### config.mk
export PLATFORM = sky130hd
export DESIGN_NAME = hsv_to_rgb_pixel
export DESIGN_NICKNAME = d
export VERILOG_FILES = /design/src/design/hsv2rgb_pkg.sv /design/src/design/hsv_to_rgb_pixel.sv
export SDC_FILE = /design/constraint.sdc
export NUM_CORES = 1
export LEC_CHECK = 0
export BUFFER_PORTS_ARGS = -buffer_cell sky130_fd_sc_hd__buf_4
export CAP_MARGIN = 20
export CORE_ASPECT_RATIO = 2
export CORE_UTILIZATION = 50
export DETAILED_ROUTE_END_ITERATION = 8
export GPL_TIMING_DRIVEN = 1
export PLACE_DENSITY = 0.76
export SYNTH_ARGS = -nofsm -noshare
export SYNTH_HDL_FRONTEND = slang
export SYNTH_SLANG_ARGS = --single-unit
### constraint.sdc
create_clock -name clock -period 6.4 [get_ports clock]
set_input_delay 0.32 -clock clock [delete_from_list [all_inputs] [get_ports clock]]
set_output_delay 0.32 -clock clock [all_outputs]
set_load 0.1 [all_outputs]
### src/design/hsv2rgb_pkg.sv
// Shared constants for the HSV to RGB pixel pipeline.
package hsv2rgb_pkg;

   // Hue is in 1/16 degree: one 60-degree sector is 960 units
   localparam int unsigned HUE_W = 13;
   localparam logic [HUE_W-1:0] SECTOR_UNITS = 13'd960;
   localparam logic [HUE_W-1:0] HUE_LIMIT    = 13'd5760;

   // Color channel width and full scale
   localparam int unsigned CH_W = 8;
   localparam logic [CH_W-1:0] FULL_SCALE = 8'd255;

   // Secondary term: ceil(s*v*dist / (255*960))
   localparam int unsigned PROD_W = 26;   // s*v*dist < 2^26
   localparam int unsigned REM_W  = 19;   // remainder below twice the divisor
   localparam logic [PROD_W-1:0] SEC_DIV = 26'd244800;

   // floor(2^34 / 244800): the estimate is exact or one low for all products
   localparam int unsigned RECIP_SHIFT = 34;
   localparam int unsigned RECIP_W     = 17;
   localparam logic [RECIP_W-1:0] SEC_RECIP = 17'd70179;

   // Sector codes, one per 60 degrees
   localparam int unsigned SEC_W = 3;
   localparam logic [SEC_W-1:0] SEC_RED_YELLOW    = 3'd0;
   localparam logic [SEC_W-1:0] SEC_YELLOW_GREEN  = 3'd1;
   localparam logic [SEC_W-1:0] SEC_GREEN_CYAN    = 3'd2;
   localparam logic [SEC_W-1:0] SEC_CYAN_BLUE     = 3'd3;
   localparam logic [SEC_W-1:0] SEC_BLUE_MAGENTA  = 3'd4;
   localparam logic [SEC_W-1:0] SEC_MAGENTA_RED   = 3'd5;

endpackage

### src/design/hsv_to_rgb_pixel.sv
// HSV to RGB pixel converter: five-stage pipeline, one pixel per cycle.
//
//  channel   signals                                   handshake
//  -------   ---------------------------------------   -----------------------------
//  request   req_pixel_index req_hue                   start high, busy low
//            req_saturation req_brightness
//  response  rsp_out_index rsp_red rsp_green rsp_blue   rsp_valid strobe, one cycle
//
// Throughput is one transaction per cycle; busy is always low.
// The stages hold the multiply chain s*v, s*v*dist, the reciprocal multiply and its correction.
// Synchronous reset clears the stage valid bits; data registers are not reset.
// The receiver cannot stall, so the pipeline never holds and never drops a transaction.
module hsv_to_rgb_pixel #(
   parameter int unsigned PIXEL_COUNT = 1024
) (
   input  logic                                     clock,
   input  logic                                     reset,
   input  logic                                     start,
   output logic                                     busy,
   input  logic [((PIXEL_COUNT > 1) ? $clog2(PIXEL_COUNT) : 1)-1:0] req_pixel_index,
   input  logic [hsv2rgb_pkg::HUE_W-1:0]            req_hue,
   input  logic [hsv2rgb_pkg::CH_W-1:0]             req_saturation,
   input  logic [hsv2rgb_pkg::CH_W-1:0]             req_brightness,
   output logic                                     rsp_valid,
   output logic [((PIXEL_COUNT > 1) ? $clog2(PIXEL_COUNT) : 1)-1:0] rsp_out_index,
   output logic [hsv2rgb_pkg::CH_W-1:0]             rsp_red,
   output logic [hsv2rgb_pkg::CH_W-1:0]             rsp_green,
   output logic [hsv2rgb_pkg::CH_W-1:0]             rsp_blue
);
   import hsv2rgb_pkg::*;

   localparam int unsigned IDX_W  = (PIXEL_COUNT > 1) ? $clog2(PIXEL_COUNT) : 1;
   localparam int unsigned STAGES = 5;

   localparam logic [HUE_W-1:0] TWO_SECTORS  = 13'd1920;
   localparam logic [HUE_W-1:0] FOUR_SECTORS = 13'd3840;

   // ---------------- valid chain ----------------
   logic              accept;
   logic [STAGES-1:0] vld_ff, vld_in;

   assign busy   = 1'b0;
   assign accept = start && !busy;
   assign vld_in = {vld_ff[STAGES-2:0], accept};

   always_ff @(posedge clock) begin
      if (reset) begin
         vld_ff <= '0;
      end else begin
         vld_ff <= vld_in;
      end
   end

   // ---------------- stage 1: products, sector, distance ----------------
   logic [2*CH_W-1:0] sv_ff, sv_in;
   logic [2*CH_W-1:0] zn_ff, zn_in;
   logic [9:0]        dist1_ff, dist1_in;
   logic [SEC_W-1:0]  sec1_ff, sec1_in;
   logic              cube1_ff, cube1_in;
   logic [CH_W-1:0]   v1_ff;
   logic [IDX_W-1:0]  idx1_ff;
   logic [HUE_W-1:0]  hue_mod;
   logic [HUE_W-1:0]  hue_dist;

   always_comb begin
      sv_in    = req_saturation * req_brightness;
      zn_in    = req_brightness * (FULL_SCALE - req_saturation);
      cube1_in = (req_hue < HUE_LIMIT);

      // sector by threshold compares
      if (req_hue < SECTOR_UNITS)                 sec1_in = SEC_RED_YELLOW;
      else if (req_hue < 13'd1920)                sec1_in = SEC_YELLOW_GREEN;
      else if (req_hue < 13'd2880)                sec1_in = SEC_GREEN_CYAN;
      else if (req_hue < 13'd3840)                sec1_in = SEC_CYAN_BLUE;
      else if (req_hue < 13'd4800)                sec1_in = SEC_BLUE_MAGENTA;
      else                                        sec1_in = SEC_MAGENTA_RED;

      // hue mod 120 degrees, then distance from the 60-degree point
      if (req_hue >= FOUR_SECTORS)     hue_mod = req_hue - FOUR_SECTORS;
      else if (req_hue >= TWO_SECTORS) hue_mod = req_hue - TWO_SECTORS;
      else                             hue_mod = req_hue;

      if (hue_mod >= SECTOR_UNITS) hue_dist = hue_mod - SECTOR_UNITS;
      else                         hue_dist = SECTOR_UNITS - hue_mod;
      dist1_in = hue_dist[9:0];
   end

   always_ff @(posedge clock) begin
      sv_ff    <= sv_in;
      zn_ff    <= zn_in;
      dist1_ff <= dist1_in;
      sec1_ff  <= sec1_in;
      cube1_ff <= cube1_in;
      v1_ff    <= req_brightness;
      idx1_ff  <= req_pixel_index;
   end

   // ---------------- stage 2: s*v*dist, zero channel ----------------
   logic [PROD_W-1:0] p2_ff, p2_in;
   logic [CH_W-1:0]   z2_ff, z2_in;
   logic [2*CH_W:0]   zsum;
   logic [SEC_W-1:0]  sec2_ff;
   logic              cube2_ff;
   logic [CH_W-1:0]   v2_ff;
   logic [IDX_W-1:0]  idx2_ff;

   always_comb begin
      p2_in = PROD_W'(sv_ff * dist1_ff);
      // exact floor(n/255) for n up to 255*255
      zsum  = {1'b0, zn_ff} + {9'd0, zn_ff[2*CH_W-1:CH_W]} + 17'd1;
      z2_in = zsum[2*CH_W-1:CH_W];
   end

   always_ff @(posedge clock) begin
      p2_ff    <= p2_in;
      z2_ff    <= z2_in;
      sec2_ff  <= sec1_ff;
      cube2_ff <= cube1_ff;
      v2_ff    <= v1_ff;
      idx2_ff  <= idx1_ff;
   end

   // ---------------- stage 3: quotient estimate by reciprocal ----------------
   logic [PROD_W+RECIP_W-1:0] qprod;
   logic [CH_W-1:0]   qe3_ff, qe3_in;
   logic [PROD_W-1:0] p3_ff;
   logic [CH_W-1:0]   z3_ff;
   logic [SEC_W-1:0]  sec3_ff;
   logic              cube3_ff;
   logic [CH_W-1:0]   v3_ff;
   logic [IDX_W-1:0]  idx3_ff;

   always_comb begin
      qprod  = p2_ff * SEC_RECIP;
      qe3_in = qprod[RECIP_SHIFT+CH_W-1:RECIP_SHIFT];
   end

   always_ff @(posedge clock) begin
      qe3_ff   <= qe3_in;
      p3_ff    <= p2_ff;
      z3_ff    <= z2_ff;
      sec3_ff  <= sec2_ff;
      cube3_ff <= cube2_ff;
      v3_ff    <= v2_ff;
      idx3_ff  <= idx2_ff;
   end

   // ---------------- stage 4: remainder ----------------
   logic [PROD_W-1:0] rem_full;
   logic [REM_W-1:0]  rem4_ff, rem4_in;
   logic [CH_W-1:0]   qe4_ff;
   logic [CH_W-1:0]   z4_ff;
   logic [SEC_W-1:0]  sec4_ff;
   logic              cube4_ff;
   logic [CH_W-1:0]   v4_ff;
   logic [IDX_W-1:0]  idx4_ff;

   always_comb begin
      rem_full = p3_ff - PROD_W'(qe3_ff * SEC_DIV);
      rem4_in  = rem_full[REM_W-1:0];
   end

   always_ff @(posedge clock) begin
      rem4_ff  <= rem4_in;
      qe4_ff   <= qe3_ff;
      z4_ff    <= z3_ff;
      sec4_ff  <= sec3_ff;
      cube4_ff <= cube3_ff;
      v4_ff    <= v3_ff;
      idx4_ff  <= idx3_ff;
   end

   // ---------------- stage 5: ceiling, secondary, channel select ----------------
   logic [CH_W:0]   ceil_q;
   logic [CH_W-1:0] x5;
   logic [CH_W-1:0] red_ff, red_in;
   logic [CH_W-1:0] green_ff, green_in;
   logic [CH_W-1:0] blue_ff, blue_in;
   logic [IDX_W-1:0] idx5_ff;

   always_comb begin
      ceil_q = {1'b0, qe4_ff}
             + {{CH_W{1'b0}}, (rem4_ff != '0)}
             + {{CH_W{1'b0}}, (rem4_ff > SEC_DIV[REM_W-1:0])};
      x5     = v4_ff - ceil_q[CH_W-1:0];

      red_in   = z4_ff;
      green_in = z4_ff;
      blue_in  = z4_ff;
      if (cube4_ff) begin
         case (sec4_ff)
            SEC_RED_YELLOW: begin
               red_in   = v4_ff;
               green_in = x5;
            end
            SEC_YELLOW_GREEN: begin
               red_in   = x5;
               green_in = v4_ff;
            end
            SEC_GREEN_CYAN: begin
               green_in = v4_ff;
               blue_in  = x5;
            end
            SEC_CYAN_BLUE: begin
               green_in = x5;
               blue_in  = v4_ff;
            end
            SEC_BLUE_MAGENTA: begin
               red_in   = x5;
               blue_in  = v4_ff;
            end
            default: begin
               red_in   = v4_ff;
               blue_in  = x5;
            end
         endcase
      end
   end

   always_ff @(posedge clock) begin
      red_ff   <= red_in;
      green_ff <= green_in;
      blue_ff  <= blue_in;
      idx5_ff  <= idx4_ff;
   end

   assign rsp_valid     = vld_ff[STAGES-1];
   assign rsp_out_index = idx5_ff;
   assign rsp_red       = red_ff;
   assign rsp_green     = green_ff;
   assign rsp_blue      = blue_ff;

   // ---------------- assertions ----------------
   a_latency: assert property (@(posedge clock) disable iff (reset)
      (start && !busy) |-> ##5 rsp_valid)
      else $error("accepted transaction did not produce a response after five cycles");

   a_index: assert property (@(posedge clock) disable iff (reset)
      rsp_valid |-> (rsp_out_index == $past(req_pixel_index, 5)))
      else $error("response index does not match the request index");

   a_gray: assert property (@(posedge clock) disable iff (reset)
      (rsp_valid && ($past(req_hue, 5) >= HUE_LIMIT))
      |-> ((rsp_red == rsp_green) && (rsp_green == rsp_blue)))
      else $error("out-of-range hue did not give equal channels");

   a_chroma: assert property (@(posedge clock) disable iff (reset)
      (rsp_valid && ($past(req_hue, 5) < HUE_LIMIT))
      |-> ((rsp_red == $past(req_brightness, 5)) || (rsp_green == $past(req_brightness, 5))
           || (rsp_blue == $past(req_brightness, 5))))
      else $error("no channel carries the value term");

endmodule

==> flow_summary.yaml, run 1 <==
clock_network:
  ctsHoldBuffers: 19
  clk_latency_ns: 0.56
  cts_setup_buffers: 0
  root_buffer: "clkbuf_16"
  clock_sinks: 273
  post_cts_resized: 0
  cts_tree: "yes"
  path_clk_slew_ns: 0.07
  htreeDepth: 1
  cts_buffer_depth: 3
  cts_made_buffers: 25
finish:
  layout_commonest_cell: "inv_1"
  final_cell_mix: "inv_1 (442), ha_1 (355), fa_1 (278)"
  n_fill_cell: 3858
  fin_nets: 3089
  area_growth_pct: 9.36
  diodes: 0
  layout-drive-gt1-share_pct: 6.01
job:
  maxCapViolCount: 0
synthesis:
  syn-cell-area_um2: 23000
  syn_inst: 2338
  synth.distinct_cells: 71
  yosysSeqAreaShare_pct: 23.8
  yosysTopAreaCell: "fa_1"
  synthesis.nets: 3013
  ys_warn_count: 0
  synth_edf_count: 0
  syn_area_per_cell_um2: 9.82
  ys.flop_type: "dfxtp_1"
  synth_top_area_share_pct: 24.2
  synth_seq_cells: 273
  ys_top_cells_by_area: "fa_1 (24%), dfxtp_1 (24%), ha_1 (19%)"
  ys_async_sr_fraction_pct: 0
floorplanning:
  core_um2: 45100
  fp-row-count: 110
  start_util_pct: 50.9
  dieArea_um2: 46800
  die_x_um: 154
  dieHeight_um: 305
  num_io_pins: 78
drt:
  maxUsedRoutingLayer: "met4"
  ant_nets: 0
  drtIter0Drc: 625
  drc: 0
  drtPass1Iterations: 5
  routed_wl_um: 50900
  vias: 15970
  wl_met2_um: 29300
  detail_route.wl_per_cell_um: 17.0
  dr_wl_met3_um: 1330
  vias_per_cell: 5.34
  wl_met1_um: 16700
sta:
  tightest_slew_ns: 1.07
  finalClockSkew_ns: 0.0132
  max_slew_margin_pct: 28.5
  hold_viol: 0
  rsz0062_at_grt: "false"
  setup_slack_ns: 0.552
  post-route-period-util_pct: 91.4
  tns_ns: 0
  finalSetupViolCount: 0
  fmax_mhz: 171
  fin_crit_ns: 5.85
  drv_slew: 0
setup_path:
  ff2ff_path_depth: 18
  path_class: "flop to flop"
  crit_fanout: 16
  endpoint_kind: "flop"
  rr_endpoint: "p2_ff[23]$_DFF_P_"
  startpoint_type: "flop"
  cp.arrival_ns: 6.34
  reg2reg_slack_ns: 0.55
  worstPathRequired_ns: 6.89
  rr_startpoint: "dist1_ff[5]$_DFF_P_"
hold_path:
  min_to: "v1_ff[0]$_DFF_P_"
  holdCritPathClass: "input pin to flop"
  hold_start: "req_brightness[0]"
  hold_path_depth: 1
grt:
  grt_first_pass_wirelength_um: 85500
  grt_max_degree: 24
  antenna_found_initial: 0
  grt_pass1_vias: 17994
  grt_usage_pct: 22.9
  overflow: 0
placed_design:
  dp_hpwl_um: 42200
  place_ws_ns: 0.572
  place_congestion: 0.919
  portBuffers: 76
status:
  status: "complete, no violations"
-- per-layer routing --
| layer | GRT usage (%) | vias up |
|---|---|---|
| met5 | 0 | - |
| met4 | 15.2 | 0 |
| met3 | 2.00 | 179 |
| met2 | 46.7 | 324 |
| met1 | 20.9 | 7913 |
| li1 | - | 7554 |
-- worst max-delay path, cell delays in order, from the launching register on --
cell and delay [ns]:
dfxtp_1 0.70, and2_1 0.25, fa_1 0.45, fa_1 0.56, fa_1 0.44, fa_1 0.54
inv_1 0.05, fa_1 0.60, inv_1 0.07, ha_1 0.37, a21o_1 0.21, a21o_1 0.17
a21o_1 0.21, a21o_1 0.18, a211oi_1 0.24, o22ai_1 0.20, a21o_1 0.24, a21oi_2 0.14
xnor2_1 0.13
-- cell families (layout without fill, tap and decap cells) --
logic type / after synthesis / count (layout) / synth area share [%]
XOR/XNOR: 96 / 96 / 3.66
other: 1 / 1 / 0.0163
AND/OR/NAND/NOR: 580 / 580 / 12.9
multiplexers: 7 / 7 / 0.311
flip-flops: 273 / 273 / 23.8
AO/OA/AOI/OAI: 252 / 252 / 7.56
buffers and inverters: 496 / 589 / 8.15
adder cells (fa/ha/maj): 633 / 633 / 43.6
-- registers in the layout, summed over array words and instances (netlist names), 10 cells and up --
| name | flops |
|---|---|
| p2_ff | 26 |
| idx4_ff | 10 |
| p3_ff | 19 |
| rem4_ff | 19 |
| dist1_ff | 10 |
| sv_ff | 16 |
| rsp_out_index | 10 |
| zn_ff | 16 |
| idx3_ff | 10 |
| idx2_ff | 10 |
| idx1_ff | 10 |
-- cell usage after synthesis, types with 6 or more instances --
cell type  instances
a21o_1            35
a21oi_1           64
a22o_1            12
a31oi_1            7
and2_1           120
and3_1            13
clkbuf_1          46
dfxtp_1          273
fa_1             278
ha_1             355
inv_1            442
mux2i_1            6
nand2_1          164
nand2b_1          46
nand3_1           28
nand4_1            8
nor2_1            89
nor2b_1           59
nor3_1            22
nor3b_1            7
o211ai_1           6
o21a_1             9
o21ai_0           42
o21ai_1            9
o21bai_1           6
o22ai_1            8
or2_2              6
xnor2_1           68
xor2_1            28
-- area by class of cell --
| class | count | area (um^2) | share of cell area [%] |
|---|---|---|---|
| inverters | 442 | 1660 | 6.61 |
| well taps | 560 | 701 | 2.79 |
| clock buffers | 30 | 684 | 2.72 |
| repair buffers | 103 | 821 | 3.27 |
| flip-flops and latches | 273 | 5470 | 21.8 |
| clock inverters | 14 | 158 | 0.628 |
| multi-input cells | 1569 | 15600 | 62.2 |
-- through the flow --
stage               cell area, um^2  instances  utilization [%]  hold WS [ns]
floorplan                     23000       2338                -         0.310
global placement              24100       2928             53.4         0.310
detailed placement            24100       2928             53.4         0.312
CTS                           25100       2991             55.6       0.00132
global route                  25100       2991             55.6       0.00393
finish                        25100       2991             55.6        0.0234
-- worst max-delay path by stage --
| stage | startpoint | endpoint | cells past startpoint |
|---|---|---|---|
| final | dist1_ff[5]$_DFF_P_ | p2_ff[23]$_DFF_P_ | 18 |
| after global routing | dist1_ff[9]$_DFF_P_ | p2_ff[24]$_DFF_P_ | 19 |
| after detailed placement | dist1_ff[5]$_DFF_P_ | p2_ff[23]$_DFF_P_ | 18 |
| after CTS | dist1_ff[5]$_DFF_P_ | p2_ff[23]$_DFF_P_ | 18 |
| after global placement | dist1_ff[9]$_DFF_P_ | p2_ff[24]$_DFF_P_ | 19 |
| after floorplan | dist1_ff[1]$_DFF_P_ | p2_ff[23]$_DFF_P_ | 20 |
Power of run 1 is left out: the tool's default activity adds up to more than one toggle a clock period on the data nets, which glitch-free logic cannot reach.
==> run 2: changes to the inputs <==
--- a/config.mk
+++ b/config.mk
@@ -9,6 +9,7 @@
 export CAP_MARGIN = 20
 export CORE_ASPECT_RATIO = 2
 export CORE_UTILIZATION = 50
+export CTS_BUF_LIST = sky130_fd_sc_hd__clkbuf_8
 export DETAILED_ROUTE_END_ITERATION = 8
 export GPL_TIMING_DRIVEN = 1
 export PLACE_DENSITY = 0.76
==> run 2 against run 1 <==
Against the previous run: fmax decreased by 0.38%; largest cell class unchanged; flip-flop and latch count unchanged; final cell count grew 0.90%; die area stayed put.
==> flow_summary.yaml, run 2 (same netlist as run 1, synthesis figures left out) <==
clock_network:
  cts_made_buffers: 39
  clock_sinks: 273
  cts_tree: "yes"
  root_buffer: "clkbuf_8"
  clk_latency_ns: 0.57
  cts_buffer_depth: 3
  htreeDepth: 2
  path_clk_slew_ns: 0.06
  cts_setup_buffers: 0
floorplanning:
  dieHeight_um: 305
  die_x_um: 154
  dieArea_um2: 46800
  start_util_pct: 50.9
  core_um2: 45100
  fp-row-count: 110
  num_io_pins: 78
sta:
  fin_crit_ns: 5.87
  fmax_mhz: 170
  finalClockSkew_ns: 0.0195
  drv_slew: 0
  tns_ns: 0
  tightest_slew_ns: 1.06
  post-route-period-util_pct: 91.7
  rsz0062_at_grt: "false"
  hold_viol: 0
  max_slew_margin_pct: 28.9
  finalSetupViolCount: 0
drt:
  vias: 16114
  routed_wl_um: 51000
  drc: 0
  drtIter0Drc: 615
  ant_nets: 0
  detail_route.wl_per_cell_um: 16.9
  drtPass1Iterations: 7
  vias_per_cell: 5.34
finish:
  post-route-cell-area_um2: 25200
  area_growth_pct: 9.77
  final_cell_mix: "inv_1 (448), ha_1 (355), fa_1 (278)"
  instances_no_fill: 3018
  largest-register: "p2_ff"
  fin_nets: 3104
  finish.utilization_pct: 55.8
  largestRegisters: "p2_ff (26), p3_ff (19), rem4_ff (19)"
  largest_register_ffs: 26
  layout-drive-gt1-share_pct: 6.76
  layout_commonest_cell: "inv_1"
placed_design:
  portBuffers: 76
  dp_hpwl_um: 42200
  dp.cells: 2928
  place_congestion: 0.919
  place_area_um2: 24100
grt:
  grtUsageMet1_pct: 20.7
  grt_first_pass_wirelength_um: 85500
  grt_pass1_vias: 18046
  antenna_found_initial: 1
  globalRouteMet2Util_pct: 46.9
  overflow: 0
  grt_max_degree: 24
  use_met3_pct: 2.23
  grt_usage_pct: 23.0
  grt-busiest-layer: "met2"
hold_path:
  hold_start: "req_hue[5]"
  holdCritPathClass: "input pin to flop"
job:
  maxCapViolCount: 0
setup_path:
  crit_path_start: "dist1_ff[5]$_DFF_P_"
  rr_startpoint: "dist1_ff[5]$_DFF_P_"
  endpoint_kind: "flop"
  crit_fanout: 16
  path_class: "flop to flop"
  worstPathRequired_ns: 6.89
  cp.arrival_ns: 6.36
  startpoint_type: "flop"
status:
  status: "complete, no violations"
-- run 2: cell types whose count changed in the layout (fill, tap and decap cells not counted), moves of 4 or more --
cell,delta
clkbuf_8,+43
clkbuf_16,-25
inv_1,+6
bufinv_16,+4
clkinvlp_4,+4
inv_6,-4
-- run 2: timing repair --
action / in CTS / in global routing
resized for setup: 0 / 0
endpoints found under the hold margin: 23 / 0
setup endpoints to repair: 0 / 0
hold buffers: 20 / 0
-- run 2: through the flow --
step	setup slack [ns]	hold WS (ns)
global placement	0.661	0.310
global route	0.290	0.00249
floorplan	0.997	0.310
CTS	0.566	0.00138
finish	0.530	0.0266
detailed placement	0.572	0.312
-- run 2: metal layers --
metal  share of wire (%)  vias to the layer above
met3                 2.7                      189
met1                  32                     7958
met4                 6.8                        0
met5                   0                        -
li1                    -                     7597
met2                  58                      370
-- run 2: layout make-up --
| cell class | count | area, um^2 |
|---|---|---|
| Fill cell | 3859 | 19900 |
| Inverter | 442 | 1660 |
| Antenna cell | 1 | 2.50 |
| Timing Repair Buffer | 104 | 831 |
| Multi-Input combinational cell | 1569 | 15600 |
| Sequential cell | 273 | 5470 |
| Tap cell | 560 | 701 |
| Clock inverter | 22 | 275 |
| Clock buffer | 47 | 647 |
-- run 2: worst max-delay path: stages (launching register included) --
cell and delay (ns):
dfxtp_1 0.71, and2_1 0.25, fa_1 0.45, fa_1 0.56, fa_1 0.44, fa_1 0.54, inv_1 0.05, fa_1 0.60
inv_1 0.07, ha_1 0.36, a21o_1 0.21, a21o_1 0.17, a21o_1 0.21, a21o_1 0.18, a211oi_1 0.25, o22ai_1 0.20
a21o_1 0.24, a21oi_2 0.14, xnor2_1 0.13
-- run 2: worst paths after layout --
check | end | slack, ns | cells past startpoint
worst max-delay path | p2_ff[23]$_DFF_P_ | 0.53 | 18
worst min-delay path | dist1_ff[5]$_DFF_P_ | 0.03 | 2
worst max register to register | p2_ff[23]$_DFF_P_ | 0.53 | 18
worst min register to register | idx3_ff[1]$_DFF_P_ | 0.32 | 0
Power of run 2 is left out for the same reason.
==> run 3: changes to the inputs <==
--- a/config.mk
+++ b/config.mk
@@ -11,7 +11,7 @@
 export CORE_UTILIZATION = 50
 export CTS_BUF_LIST = sky130_fd_sc_hd__clkbuf_8
 export DETAILED_ROUTE_END_ITERATION = 8
-export GPL_TIMING_DRIVEN = 1
+export GPL_TIMING_DRIVEN = 0
 export PLACE_DENSITY = 0.76
 export SYNTH_ARGS = -nofsm -noshare
 export SYNTH_HDL_FRONTEND = slang
==> run 3 against run 2 <==
Against the previous run: global-route usage down 0.97 points; critical path depth up 2; clock skew increased by 0.040 ns; hold slack worse by 0.012 ns; sequential share of layout area hardly changed; core utilization rose by 0.12 points; clock-buffer cell count decreased by 4; die area unchanged; setup slack lost 0.32 ns.
==> flow_summary.yaml, run 3 (same netlist as run 1, synthesis figures left out) <==
sta:
  rsz0062_at_grt: "false"
  drv_slew: 0
  fin_crit_ns: 6.18
  whs_ns: 0.0151
  fmax_mhz: 162
  hold_viol: 0
  tightest_slew_ns: 0.688
  finalClockSkew_ns: 0.0598
  tns_ns: 0
  post-route-period-util_pct: 96.6
  finalSetupViolCount: 0
  max_slew_margin_pct: 53.6
setup_path:
  cp_num_buf_inv: 4
  worstPathRequired_ns: 6.87
  cp.arrival_ns: 6.66
  path_class: "flop to flop"
  endpoint_kind: "flop"
  cp_cell_sequence: "clkbuf_1 -> nand2_1 -> fa_1 -> fa_1 -> inv_1 -> fa_1 -> fa_1 -> inv_1 -> fa_1 -> inv_1 -> ha_1 -> and3_1 -> o211ai_1 -> a31oi_1 -> nor2_1 -> o21ai_1 -> nand2_1 -> o211ai_1 -> o21ai_1 -> xnor2_1"
  rr_startpoint: "dist1_ff[7]$_DFF_P_"
  startpoint_type: "flop"
  crit_family: "adder cells"
  crit_top_cell: "fa_1"
  max_stage_delay_ns: 0.56
  ff2ff_path_depth: 20
  slowest_stage: "dfxtp_1"
  crit_fanout: 10
  reg2reg_slack_ns: 0.22
  rr_endpoint: "p2_ff[24]$_DFF_P_"
clock_network:
  htreeDepth: 2
  clock_sinks: 273
  cts_tree: "yes"
  cts_buffer_depth: 3
  cts_setup_buffers: 0
  cts_made_buffers: 36
  clk_latency_ns: 0.59
  path_clk_slew_ns: 0.07
  root_buffer: "clkbuf_8"
hold_path:
  holdCritPathClass: "input pin to flop"
  hold_path_depth: 2
  min_to: "vld_ff[0]$_SDFF_PP0_"
  hold_start: "start"
grt:
  grt_pass1_vias: 17888
  overflow: 0
  grt_first_pass_wirelength_um: 82200
  grt_max_degree: 12
  antenna_found_initial: 1
  grt_usage_pct: 22.0
drt:
  detail_route.wl_per_cell_um: 16.1
  drc: 0
  drtIter0Drc: 727
  vias: 16169
  ant_nets: 0
  vias_per_cell: 5.28
  drtPass1Iterations: 5
  routed_wl_um: 49300
finish:
  area_growth_pct: 10.0
  final_cell_mix: "inv_1 (450), ha_1 (355), fa_1 (278)"
  largest_register_ffs: 26
  layout_commonest_cell: "inv_1"
  largest-register: "p2_ff"
  largestRegisters: "p2_ff (26), p3_ff (19), rem4_ff (19)"
  fin_nets: 3152
  layout-drive-gt1-share_pct: 6.47
floorplanning:
  num_io_pins: 78
  fp-row-count: 110
  dieHeight_um: 305
  core_um2: 45100
  start_util_pct: 50.9
  die_x_um: 154
  dieArea_um2: 46800
status:
  status: "complete, no violations"
placed_design:
  dp_hpwl_um: 41400
  portBuffers: 75
  place_congestion: 0.895
job:
  maxCapViolCount: 0
run 3: worst max path at each step:
stage	to	slack [ns]	cells after the start	start
2_1_floorplan	p2_ff[23]$_DFF_P_	1.0	20	dist1_ff[1]$_DFF_P_
5_1_grt	p2_ff[24]$_DFF_P_	0.001	20	dist1_ff[7]$_DFF_P_
4_1_cts	p2_ff[23]$_DFF_P_	0.16	20	dist1_ff[3]$_DFF_P_
3_3_place_gp	p2_ff[23]$_DFF_P_	0.31	20	dist1_ff[3]$_DFF_P_
3_5_place_dp	p2_ff[23]$_DFF_P_	0.16	20	dist1_ff[3]$_DFF_P_
6_report	p2_ff[24]$_DFF_P_	0.22	20	dist1_ff[7]$_DFF_P_
run 3: timing repair:
item | in CTS | in global routing
hold buffers | 26 | 0
gates resized for setup | 0 | 11
endpoints found under the setup margin | 0 | 4
endpoints found under the hold margin | 30 | 0
run 3: per-stage QoR:
step	util, %	std cells	worst slack [ns]	instance area (um^2)
final	56.0	3065	0.215	25300
after CTS	55.9	3063	0.156	25300
after global placement	53.7	2973	0.311	24200
after detailed placement	53.7	2973	0.164	24200
after floorplan	-	2338	0.997	23000
after global routing	56.0	3064	0.000976	25300
run 3: area by class of cell:
type | count | area (um^2)
Fill cell | 3863 | 19900
Multi-Input combinational cell | 1569 | 15600
Sequential cell | 273 | 5470
Inverter | 442 | 1660
Timing Repair Buffer | 101 | 823
Tap cell | 560 | 701
Clock buffer | 43 | 592
Buffer | 54 | 220
Clock inverter | 21 | 168
Antenna cell | 2 | 5.00
run 3: per-layer routing:
| metal | part of all wire [%] | wire length, um | vias up | track usage [%] |
|---|---|---|---|---|
| met5 | 0 | 0 | - | 0 |
| met4 | 6.1 | 3010 | 0 | 13.5 |
| met3 | 2.3 | 1150 | 186 | 1.85 |
| met2 | 58 | 28800 | 315 | 45.9 |
| met1 | 33 | 16300 | 7967 | 19.5 |
| li1 | - | - | 7701 | - |
Power of run 3 is left out for the same reason.
